$ cat src/hdl/spg_pkg.sv
`default_nettype none
// ----------------------------------------------------------------------------
// spg_pkg: shared types and constants
// Request codes, register indexes and sequencer states of the stepper pulse
// generator.
// ----------------------------------------------------------------------------
package spg_pkg;

    // request opcodes
    localparam logic [1:0] OP_TICK       = 2'd0;
    localparam logic [1:0] OP_MOVE_STEPS = 2'd1;
    localparam logic [1:0] OP_MOVE_ANGLE = 2'd2;
    localparam logic [1:0] OP_SET_POWER  = 2'd3;

    // direction codes for step moves
    localparam logic [1:0] DIR_CW  = 2'd0;
    localparam logic [1:0] DIR_CCW = 2'd1;

    // configuration register indexes
    localparam logic CFG_MIN_HALF = 1'b0;
    localparam logic CFG_STEPS    = 1'b1;

    // register reset values
    localparam logic [15:0] MIN_HALF_RST = 16'd10;
    localparam logic [8:0]  STEPS_RST    = 9'd200;

    // degrees in a full turn
    localparam logic [15:0] DEG_FULL = 16'd360;

    // shared divider: 16-bit dividend, 9-bit divisor, one quotient bit a cycle
    localparam int unsigned DIV_BITS = 16;
    localparam int unsigned DEN_BITS = 9;
    localparam int unsigned DIV_CNT_BITS = $clog2(DIV_BITS);

    typedef enum logic [1:0] {
        ST_IDLE,
        ST_DIV_PER,
        ST_DIV_MAG
    } t_state;

endpackage : spg_pkg
`default_nettype wire

$ cat src/hdl/stepper_pulse_generator_unit.sv
`default_nettype none
// ----------------------------------------------------------------------------
// stepper_pulse_generator_unit: step/direction pulse generator
// Plays out step pulse trains for a stepper driver from tick, move and power
// requests; angle moves go through a shared iterative divider.
// ----------------------------------------------------------------------------
// Each request yields exactly one result, shown on the step, direction and
// enable pin levels plus busy and rejected flags. Tick, step-move and power
// requests, and rejected moves, complete in the accept cycle and the result
// is valid on the next cycle. An angle move goes through one shared
// restoring divider, one quotient bit per cycle, which first forms the angle
// per step (360 / steps_setting) and then the step count
// (|target - last target| / angle per step); the result is registered when
// the second division ends. The input is stalled while the divider runs and
// while an earlier result is held by a stalled consumer. A move that arrives
// while pulses remain is dropped and flagged as rejected; power requests
// always act. Configuration writes are meant for idle periods only.
module stepper_pulse_generator_unit
    import spg_pkg::*;
#(
    parameter int unsigned COUNT_WIDTH = 16
) (
    input  wire logic        i_clk,
    input  wire logic        i_rst_n,
    // configuration write port
    input  wire logic        i_cfg_we,
    input  wire logic        i_cfg_index,
    input  wire logic [15:0] i_cfg_data,
    // request channel
    input  wire logic        i_in_valid,
    output logic             o_in_stall,
    input  wire logic [1:0]  i_opcode,
    input  wire logic [1:0]  i_direction,
    input  wire logic [15:0] i_amount,
    input  wire logic [15:0] i_half_period,
    input  wire logic        i_power_on,
    // result channel
    output logic             o_out_valid,
    input  wire logic        i_out_stall,
    output logic             o_step_pulse,
    output logic             o_dir_level,
    output logic             o_enable_pin_level,
    output logic             o_busy_res,
    output logic             o_rejected
);

    localparam int unsigned CW = COUNT_WIDTH;
    // saturation limit of the pulse and tick counters
    localparam logic [63:0] CNT_MAX64 = (64'd1 << COUNT_WIDTH) - 64'd1;

    // saturate a 16-bit count into the counter width
    function automatic logic [CW-1:0] f_sat(input logic [15:0] v);
        logic [63:0] w;
        begin
            w = 64'(v);
            if (w > CNT_MAX64) begin
                w = CNT_MAX64;
            end
            return w[CW-1:0];
        end
    endfunction

    // ------------------------------------------------------------------
    // registers
    // ------------------------------------------------------------------
    t_state r_state, n_state;

    logic [15:0] r_min_half;
    logic [8:0]  r_steps_set;

    logic r_pulse, n_pulse;
    logic r_dir, n_dir;
    logic r_en, n_en;
    logic r_rej, n_rej;
    logic r_out_valid, n_out_valid;

    logic [CW-1:0] r_steps_left, n_steps_left;
    logic [CW-1:0] r_half_left, n_half_left;
    logic [CW-1:0] r_act_half, n_act_half;
    logic [15:0]   r_last_target, n_last_target;

    // angle request latch (payload, no reset)
    logic [15:0] r_target, n_target;
    logic [15:0] r_req_half, n_req_half;

    // shared divider (payload, no reset)
    logic [DEN_BITS-1:0]     r_div_rem, n_div_rem;
    logic [DIV_BITS-1:0]     r_div_quo, n_div_quo;
    logic [DEN_BITS-1:0]     r_div_den, n_div_den;
    logic [DIV_CNT_BITS-1:0] r_div_cnt, n_div_cnt;

    // ------------------------------------------------------------------
    // handshake
    // ------------------------------------------------------------------
    logic in_acc;
    logic busy;

    assign busy       = (r_steps_left != '0);
    assign o_in_stall = (r_state != ST_IDLE) || (r_out_valid && i_out_stall);
    assign in_acc     = i_in_valid && !o_in_stall;

    // ------------------------------------------------------------------
    // divider step: shift in the next dividend bit, subtract if it fits
    // ------------------------------------------------------------------
    logic [DEN_BITS:0]   div_shift;
    logic                div_ge;
    logic [DEN_BITS:0]   div_diff;
    logic [DEN_BITS-1:0] step_rem;
    logic [DIV_BITS-1:0] step_quo;

    always_comb begin
        div_shift = {r_div_rem, r_div_quo[DIV_BITS-1]};
        div_ge    = (div_shift >= {1'b0, r_div_den});
        div_diff  = div_shift - {1'b0, r_div_den};
        step_rem  = div_ge ? div_diff[DEN_BITS-1:0] : div_shift[DEN_BITS-1:0];
        step_quo  = {r_div_quo[DIV_BITS-2:0], div_ge};
    end

    // angle per step; zero (no setting, or setting above a full turn) counts as 1
    logic [DEN_BITS-1:0] per_val;
    assign per_val = ((r_steps_set == '0) || (step_quo == '0)) ?
                     DEN_BITS'(1) : step_quo[DEN_BITS-1:0];

    // distance to the latched target
    logic        tgt_up;
    logic        tgt_down;
    logic [15:0] tgt_mag;
    assign tgt_up   = (r_target > r_last_target);
    assign tgt_down = (r_target < r_last_target);
    assign tgt_mag  = tgt_up ? (r_target - r_last_target) : (r_last_target - r_target);

    // clamped half period for a move; the requested half comes from the
    // port on a step move and from the latch on an angle move
    logic [15:0]   arm_req;
    logic [15:0]   arm_h16;
    logic [CW-1:0] arm_half;

    assign arm_req = (r_state == ST_IDLE) ? i_half_period : r_req_half;

    always_comb begin
        arm_h16 = (arm_req <= r_min_half) ? r_min_half : arm_req;
        if (arm_h16 == '0) begin
            arm_h16 = 16'd1;
        end
        arm_half = f_sat(arm_h16);
    end

    // pulse count for the move being armed
    logic [CW-1:0] arm_cnt;
    assign arm_cnt = (r_state == ST_IDLE) ? f_sat(i_amount) : f_sat(step_quo);

    // ------------------------------------------------------------------
    // next state
    // ------------------------------------------------------------------
    always_comb begin
        n_state = r_state;
        case (r_state)
            ST_IDLE: begin
                if (in_acc && (i_opcode == OP_MOVE_ANGLE) && !busy) begin
                    n_state = ST_DIV_PER;
                end
            end
            ST_DIV_PER: begin
                if (r_div_cnt == '0) begin
                    n_state = ST_DIV_MAG;
                end
            end
            ST_DIV_MAG: begin
                if (r_div_cnt == '0) begin
                    n_state = ST_IDLE;
                end
            end
            default: begin
                n_state = ST_IDLE;
            end
        endcase
    end

    // ------------------------------------------------------------------
    // datapath and outputs
    // ------------------------------------------------------------------
    always_comb begin
        n_pulse       = r_pulse;
        n_dir         = r_dir;
        n_en          = r_en;
        n_rej         = r_rej;
        n_out_valid   = r_out_valid && i_out_stall;
        n_steps_left  = r_steps_left;
        n_half_left   = r_half_left;
        n_act_half    = r_act_half;
        n_last_target = r_last_target;
        n_target      = r_target;
        n_req_half    = r_req_half;
        n_div_rem     = r_div_rem;
        n_div_quo     = r_div_quo;
        n_div_den     = r_div_den;
        n_div_cnt     = r_div_cnt;

        case (r_state)
            ST_IDLE: begin
                if (in_acc) begin
                    n_rej       = 1'b0;
                    n_out_valid = 1'b1;
                    if (i_opcode == OP_TICK) begin
                        if (busy) begin
                            if (r_half_left > CW'(1)) begin
                                n_half_left = r_half_left - CW'(1);
                            end else if (r_pulse) begin
                                n_pulse     = 1'b0;
                                n_half_left = r_act_half;
                            end else begin
                                n_steps_left = r_steps_left - CW'(1);
                                if (r_steps_left != CW'(1)) begin
                                    n_pulse     = 1'b1;
                                    n_half_left = r_act_half;
                                end else begin
                                    n_half_left = '0;
                                end
                            end
                        end
                    end else if (i_opcode == OP_SET_POWER) begin
                        n_en = !i_power_on;
                    end else if (busy) begin
                        n_rej = 1'b1;
                    end else if (i_opcode == OP_MOVE_STEPS) begin
                        if (i_direction == DIR_CW) begin
                            n_dir = 1'b1;
                        end else if (i_direction == DIR_CCW) begin
                            n_dir = 1'b0;
                        end
                        n_en         = 1'b0;
                        n_act_half   = arm_half;
                        n_steps_left = arm_cnt;
                        n_pulse      = (arm_cnt != '0);
                        n_half_left  = (arm_cnt != '0) ? arm_half : '0;
                    end else begin
                        // angle move: start 360 / steps_setting
                        n_out_valid = 1'b0;
                        n_target    = i_amount;
                        n_req_half  = i_half_period;
                        n_div_rem   = '0;
                        n_div_quo   = DIV_BITS'(DEG_FULL);
                        n_div_den   = r_steps_set;
                        n_div_cnt   = DIV_CNT_BITS'(DIV_BITS - 1);
                    end
                end
            end
            ST_DIV_PER: begin
                n_div_rem = step_rem;
                n_div_quo = step_quo;
                n_div_cnt = r_div_cnt - DIV_CNT_BITS'(1);
                if (r_div_cnt == '0) begin
                    // start |delta| / angle per step
                    n_div_rem = '0;
                    n_div_quo = tgt_mag;
                    n_div_den = per_val;
                    n_div_cnt = DIV_CNT_BITS'(DIV_BITS - 1);
                end
            end
            ST_DIV_MAG: begin
                n_div_rem = step_rem;
                n_div_quo = step_quo;
                n_div_cnt = r_div_cnt - DIV_CNT_BITS'(1);
                if (r_div_cnt == '0) begin
                    if (tgt_up) begin
                        n_dir = 1'b1;
                    end else if (tgt_down) begin
                        n_dir = 1'b0;
                    end
                    n_en          = 1'b0;
                    n_act_half    = arm_half;
                    n_steps_left  = arm_cnt;
                    n_pulse       = (arm_cnt != '0);
                    n_half_left   = (arm_cnt != '0) ? arm_half : '0;
                    n_last_target = r_target;
                    n_rej         = 1'b0;
                    n_out_valid   = 1'b1;
                end
            end
            default: begin
                n_out_valid = 1'b0;
            end
        endcase
    end

    // ------------------------------------------------------------------
    // control and state registers
    // ------------------------------------------------------------------
    always_ff @(posedge i_clk) begin
        if (!i_rst_n) begin
            r_state       <= ST_IDLE;
            r_min_half    <= MIN_HALF_RST;
            r_steps_set   <= STEPS_RST;
            r_pulse       <= 1'b0;
            r_dir         <= 1'b0;
            r_en          <= 1'b1;
            r_rej         <= 1'b0;
            r_out_valid   <= 1'b0;
            r_steps_left  <= '0;
            r_half_left   <= '0;
            r_act_half    <= '0;
            r_last_target <= '0;
        end else begin
            r_state       <= n_state;
            r_pulse       <= n_pulse;
            r_dir         <= n_dir;
            r_en          <= n_en;
            r_rej         <= n_rej;
            r_out_valid   <= n_out_valid;
            r_steps_left  <= n_steps_left;
            r_half_left   <= n_half_left;
            r_act_half    <= n_act_half;
            r_last_target <= n_last_target;
            if (i_cfg_we) begin
                case (i_cfg_index)
                    CFG_MIN_HALF: r_min_half  <= i_cfg_data;
                    CFG_STEPS:    r_steps_set <= i_cfg_data[8:0];
                    default:      r_min_half  <= r_min_half;
                endcase
            end
        end
    end

    // divider and request latch
    always_ff @(posedge i_clk) begin
        r_target   <= n_target;
        r_req_half <= n_req_half;
        r_div_rem  <= n_div_rem;
        r_div_quo  <= n_div_quo;
        r_div_den  <= n_div_den;
        r_div_cnt  <= n_div_cnt;
    end

    // pins reflect state, which only moves when a request is accepted or completes
    assign o_out_valid        = r_out_valid;
    assign o_step_pulse       = r_pulse;
    assign o_dir_level        = r_dir;
    assign o_enable_pin_level = r_en;
    assign o_busy_res         = busy;
    assign o_rejected         = r_rej;

endmodule : stepper_pulse_generator_unit
`default_nettype wire

$ cat config.mk
export PLATFORM = sky130hd
export DESIGN_NAME = stepper_pulse_generator_unit
export DESIGN_NICKNAME = d
export VERILOG_FILES = /design/src/hdl/spg_pkg.sv /design/src/hdl/stepper_pulse_generator_unit.sv
export SDC_FILE = /design/constraint.sdc
export NUM_CORES = 1
export LEC_CHECK = 0
export BUFFER_PORTS_ARGS = -buffer_cell sky130_fd_sc_hd__buf_2
export CAP_MARGIN = 20
export CORE_UTILIZATION = 50
export CTS_CLUSTER_SIZE = 25
export DETAILED_ROUTE_END_ITERATION = 12
export GPL_ROUTABILITY_DRIVEN = 0
export PLACE_DENSITY = 0.69
export SETUP_SLACK_MARGIN = 0.02
export SLEW_MARGIN = 20
export SYNTH_ARGS = -nofsm -noshare
export SYNTH_HDL_FRONTEND = slang
export SYNTH_SLANG_ARGS = --single-unit
export TNS_END_PERCENT = 50
$ cat constraint.sdc
create_clock -name i_clk -period 4 [get_ports i_clk]
set_input_delay 0.2 -clock i_clk [delete_from_list [all_inputs] [get_ports i_clk]]
set_output_delay 0.2 -clock i_clk [all_outputs]
set_load 0.1 [all_outputs]
### Word level (Yosys, flattened, before mapping)

Index checks and enable logic that the tools add are counted.

* muxes and demuxes: 109
* reductions and logical operators: 36
* $lt $le $gt $ge: 5
* bitwise logic cells: 5
* $add $sub $neg: 6
* equality and inequality tests: 26

Operators by type and width (number)
* $mux 16: 37
* $mux 9: 14
* $pmux 16 s2: 3
* $pmux 16 s3: 1
* $mux 1: 36
* $logic_not 16->1: 2
* $reduce_bool 16->1: 2
* $sub 16x1->16 const B: 2
* $sub 16x16->16: 2
* $pmux 9 s3: 1
* $mux 4: 6
* $reduce_and 7->1: 3
* $pmux 9 s2: 1
* $reduce_and 6->1: 3
* $reduce_and 9->1: 2
* $gt 16x1->1 const B: 1
* $gt 16x16->1: 1
* $le 16x16->1: 1
* $lt 16x16->1: 1
* $ne 16x1->1 const B: 1
* $ne 3x3->1 const B: 5
* $ne 2x2->1 const B: 7
* $pmux 4 s3: 1
* $ge 10x9->1: 1
* 24 further kinds: 53

* input port bits: 59
* bits in registers: 166
* logic and storage cells: 205
* output and inout bits: 7

### Longest topological paths before layout

* depth in word-level cells: 13
* depth in mapped cells: 18
* depth with buffers taken out: 12

### Worst setup path before layout

No wires, ideal clock.

* path kind: register to register
* start point: register r_steps_left[0]
* end point: register r_div_cnt[0], enable pin
* period minus slack after synthesis: 4.763 ns
* setup time: 0.415 ns
* data arrival time: 4.347 ns
* buffers on the path: 0
* required time: 3.585 ns
* cell stages (with the launch flop): 9
* slack: -0.763 ns
* cell sequence: dfxtp_1 -> inv_1 -> ha_1 -> nor4b_4 -> nand4_2 -> or3_1 -> inv_1 -> nor2_1 -> nor2_1

* cells in the longest elaborated chain, start to end: 3

Ends and longest elaborated chain
* start, declared: RTL line stepper_pulse_generator_unit.sv:77 `logic [CW-1:0] r_steps_left, n_steps_left;`
* start signal, assigned: RTL line stepper_pulse_generator_unit.sv:310 `r_steps_left <= n_steps_left;`
* $reduce_bool 16->1: RTL line stepper_pulse_generator_unit.sv:98 `assign busy = (r_steps_left != '0);`
* net o_busy_res: RTL line stepper_pulse_generator_unit.sv:43 `output logic o_busy_res,`
* $ne 2x2->1 (no line)
* $reduce_and 6->1 (no line)
* end signal, assigned: RTL line stepper_pulse_generator_unit.sv:331 `r_div_cnt <= n_div_cnt;`
* end, declared: RTL line stepper_pulse_generator_unit.sv:90 `logic [DIV_CNT_BITS-1:0] r_div_cnt, n_div_cnt;`

The timed path passes the listed nets, and every way through them passes these cells.
A chain may end at the register's enable or synchronous reset.

### Worst setup path in the final report

* start point: register r_target[0]
* end point: register r_div_quo[3] (data pin)

* cells in the longest elaborated chain, start to end: 4
* elaborated cells between the ends (all ways): 6
* those cells by class: add/sub (2); order compare (1); mux (3)

Ends and longest elaborated chain
* start, declared: RTL line stepper_pulse_generator_unit.sv:83 `logic [15:0] r_target, n_target;`
* start signal, assigned: RTL line stepper_pulse_generator_unit.sv:326 `r_target <= n_target;`
* $sub 16x16->16 / $gt 16x16->1 (equally long branches): RTL line stepper_pulse_generator_unit.sv:130, stepper_pulse_generator_unit.sv:128
* $mux 16 *: RTL line stepper_pulse_generator_unit.sv:130 `assign tgt_mag = tgt_up ? (r_target - r_last_target) : (r_last_target - r_target);`
* $mux 16 *: RTL line stepper_pulse_generator_unit.sv:252 `if (r_div_cnt == '0) begin`
* $pmux 16 s3 *: RTL line stepper_pulse_generator_unit.sv:199 `case (r_state)`
* net n_div_quo[3]: RTL line stepper_pulse_generator_unit.sv:88 `logic [DIV_BITS-1:0] r_div_quo, n_div_quo;`
* end signal, assigned: RTL line stepper_pulse_generator_unit.sv:329 `r_div_quo <= n_div_quo;`
* end, declared: RTL line stepper_pulse_generator_unit.sv:88

Mark *: on every way through the listed nets, which the timed path passes. The rest lies on a longest branch.

==> results.py <==
metrics = {
    "run_status": {
        "status": "finished, final reports clean",
    },
    "clock_network": {
        "cts_tree": "yes",
        "htreeDepth": 4,
        "clk_latency_ps": 430,
        "numCtsBuffers": 17,
        "clk_pin_slew_ps": 70,
        "root_buffer": "clkbuf_16",
        "clkSinkCount": 166,
        "clockBufferDepth": 2,
    },
    "power": {
        "p_sw_mw": 4.56,
        "internal_power_mw": 5.01,
        "p_clk_frac": 0.169,
        "switching_share": 0.477,
        "vdd_drop_max_mv": 0.620,
        "leakagePower_nw": 4.73,
        "seqPwrFrac": 0.276,
        "power_density_nw_per_um2": 808,
        "combPwrFrac": 0.555,
    },
    "critical_path": {
        "worst-path-buf-inv": 3,
        "cp_data_required_time_ps": 4170,
        "cp_data_arrival_time_ps": 3610,
        "path_cells": "inv_1, ha_1, inv_1, fa_1, a211oi_1, o211ai_1, nand4_1, nand2_1, nand2_1, buf_4, mux2i_1, xor2_1, o21ai_0",
        "crit_path_end_kind": "flop",
        "crit_type": "flop to flop",
        "reg2reg_slack_ps": 570,
        "max_stage_delay_ps": 430,
        "crit_fanout": 9,
        "critPathLaunchType": "flop",
        "cp_top_family": "compound AO/OA/AOI/OAI gates",
        "slowest_stage": "edfxtp_1",
    },
    "global_route": {
        "globalRouteTotalUtil": 0.283,
        "grt_pass1_wl_um": 47600,
        "antenna_found_initial": 0,
        "grt_overflow_total": 0,
        "grt_pass1_vias": 8728,
        "grt_max_degree": 72,
    },
    "floorplanning": {
        "num_rows": 52,
        "start_util": 0.513,
        "die_h_um": 147,
        "die_w_um": 147,
        "coreArea_sq_um": 20400,
        "die-area_sq_um": 21600,
        "io_pins": 66,
    },
    "routing": {
        "initialDrtViolationCount": 902,
        "routedWlPerCell_um": 19.1,
        "met3_length_um": 2330,
        "postRouteAntennaNets": 0,
        "routedLengthMet1_um": 13800,
        "drtPass1Iterations": 5,
        "routed_wl_um": 29900,
        "drc": 0,
        "vias_per_cell": 5.99,
        "highest_layer": "met4",
        "num_vias": 9360,
        "route.met2.wl_um": 13200,
    },
    "yosys": {
        "synth_top_flop_cell": "dfxtp_1",
        "yosysMostFrequentCell": "nand2_1",
        "synth_common_cells": "190 x nand2_1, 96 x dfxtp_1, 90 x a21oi_1, 85 x inv_1, 74 x o21ai_0",
        "ys_types": 74,
        "synth_edf_count": 70,
        "synthCells": 1214,
        "synthTopCellsByArea": "edfxtp_1 20%, dfxtp_1 18%, ha_1 7.9%, nand2_1 6.8%, mux2i_1 4.9%",
        "yosys_warnings": 0,
        "synth_seq_cells": 166,
        "synthArstFlopShare": 0,
        "syn_nets": 1342,
        "yosys.area.top_type": "edfxtp_1",
        "syn_avg_cell_area_sq_um": 8.64,
        "synth_area_sq_um": 10500,
        "synth_top_area_share": 0.200,
        "ys_seq_area_frac": 0.384,
    },
    "cells_and_area": {
        "fin_cells": 1562,
        "drive_gt1_frac": 0.126,
        "fin_util": 0.580,
        "fin_nets": 1407,
        "fillers": 1867,
        "diodes": 0,
        "area_delta_synth_final_pct": 13.0,
    },
    "sta": {
        "drv_slew": 0,
        "rsz0062_at_grt": "no",
        "post-route-period-util": 0.858,
        "finalHoldViolations": 0,
        "fmax_ghz": 0.291,
        "holdWs_ps": 7.62,
        "setup_tns_ps": 0,
        "fin_crit_ps": 3430,
        "skew_ps": 11.6,
        "setup_viol": 0,
        "slew_headroom": 0.399,
        "worstMarginPinSlew_ps": 902,
    },
    "placed_design": {
        "dp.cells": 1506,
        "port_buffers": 65,
        "hpwl_um": 21900,
    },
    "job": {
        "drv_cap": 0,
    },
    "worst_hold_path": {
        "hold_class": "primary input to flop",
    },
}
==> registers in the layout, summed over array words and instances, names as in the netlist, 4 cells and up <==
register	cells
r_act_half	16
r_div_quo	16
r_half_left	16
r_last_target	16
r_min_half	16
r_req_half	16
r_steps_left	16
r_target	16
r_div_den	9
r_div_rem	9
r_steps_set	9
r_div_cnt	4
==> worst paths after layout <==
path / cells past startpoint / startpoint / endpoint
worst min register to register: 2 / r_steps_left[7] / r_steps_left[7]
worst max register to register: 13 / r_target[0] / r_div_quo[3]
worst max-delay path: 13 / r_target[0] / r_div_quo[3]
worst min-delay path: 3 / i_cfg_data[10] / r_min_half[10]
==> kinds of logic (layout without fill, tap and decap cells) <==
group | after synthesis | after routing | share of synthesized area
flip-flops | 166 | 166 | 0.384
AO/OA/AOI/OAI | 324 | 324 | 0.192
multiplexers | 67 | 67 | 0.0658
XOR/XNOR | 35 | 35 | 0.0292
AND/OR/NAND/NOR | 405 | 405 | 0.187
buffers and inverters | 148 | 226 | 0.0570
adder cells (fa/ha/maj) | 69 | 69 | 0.0845
==> repair_timing <==
item	CTS	global route
hold buffers	23	1
gates resized for setup	0	0
hold endpoints to repair	23	1
buffers inserted	0	0
==> placed cells by master, fill, tap and decap left out, types with 17 or more instances in the layout <==
master,n
nand3_1,23
buf_4,20
o22ai_1,24
ha_1,65
nor3_1,29
a21oi_1,90
inv_1,84
clkbuf_16,17
edfxtp_1,70
mux2i_1,51
nand2_1,190
xnor2_1,21
dlygate4sd3_1,24
nor2_1,63
dfxtp_1,96
buf_2,65
o21ai_0,74
a21boi_0,39
==> power groups by stage <==
stage / Combinational [mW] / Clock [mW] / Sequential (mW)
final: 5.32 / 1.61 / 2.64
after global routing: 5.86 / 1.70 / 2.68
after CTS: 5.27 / 1.63 / 2.63
after detailed placement: 5.22 / 0 / 2.66
after global placement: 5.17 / 0 / 2.65
after floorplan: 4.13 / 0 / 2.69
==> tightest hold or removal path, stage by stage <==
cell      delay, ps
buf_2           100
nand2_1          40
a21boi_0         60
==> stage by stage <==
| step | power (mW) | cell area, sq um | setup slack [ps] |
|---|---|---|---|
| floorplan | 6.83 | 10500 | 297 |
| global placement | 7.82 | 11000 | 747 |
| detailed placement | 7.87 | 11000 | 667 |
| CTS | 9.52 | 11800 | 614 |
| global route | 10.2 | 11800 | 293 |
| finish | 9.57 | 11800 | 567 |
==> area by class of cell <==
type / count / area [sq um] / area share
tap: 270 / 338 / 0.0285
clock inverter: 14 / 129 / 0.0109
timing repair buffer: 109 / 716 / 0.0604
multi-input combinational: 900 / 5890 / 0.497
clock buffer: 18 / 429 / 0.0362
sequential: 166 / 4020 / 0.340
inverter: 85 / 323 / 0.0272
==> per-layer routing <==
layer,track usage,up-vias
met5,0,-
met4,0.0859,0
met3,0.0534,51
met2,0.433,429
met1,0.404,4423
li1,-,4457
Note: power is estimated with default switching activity, not from simulation.
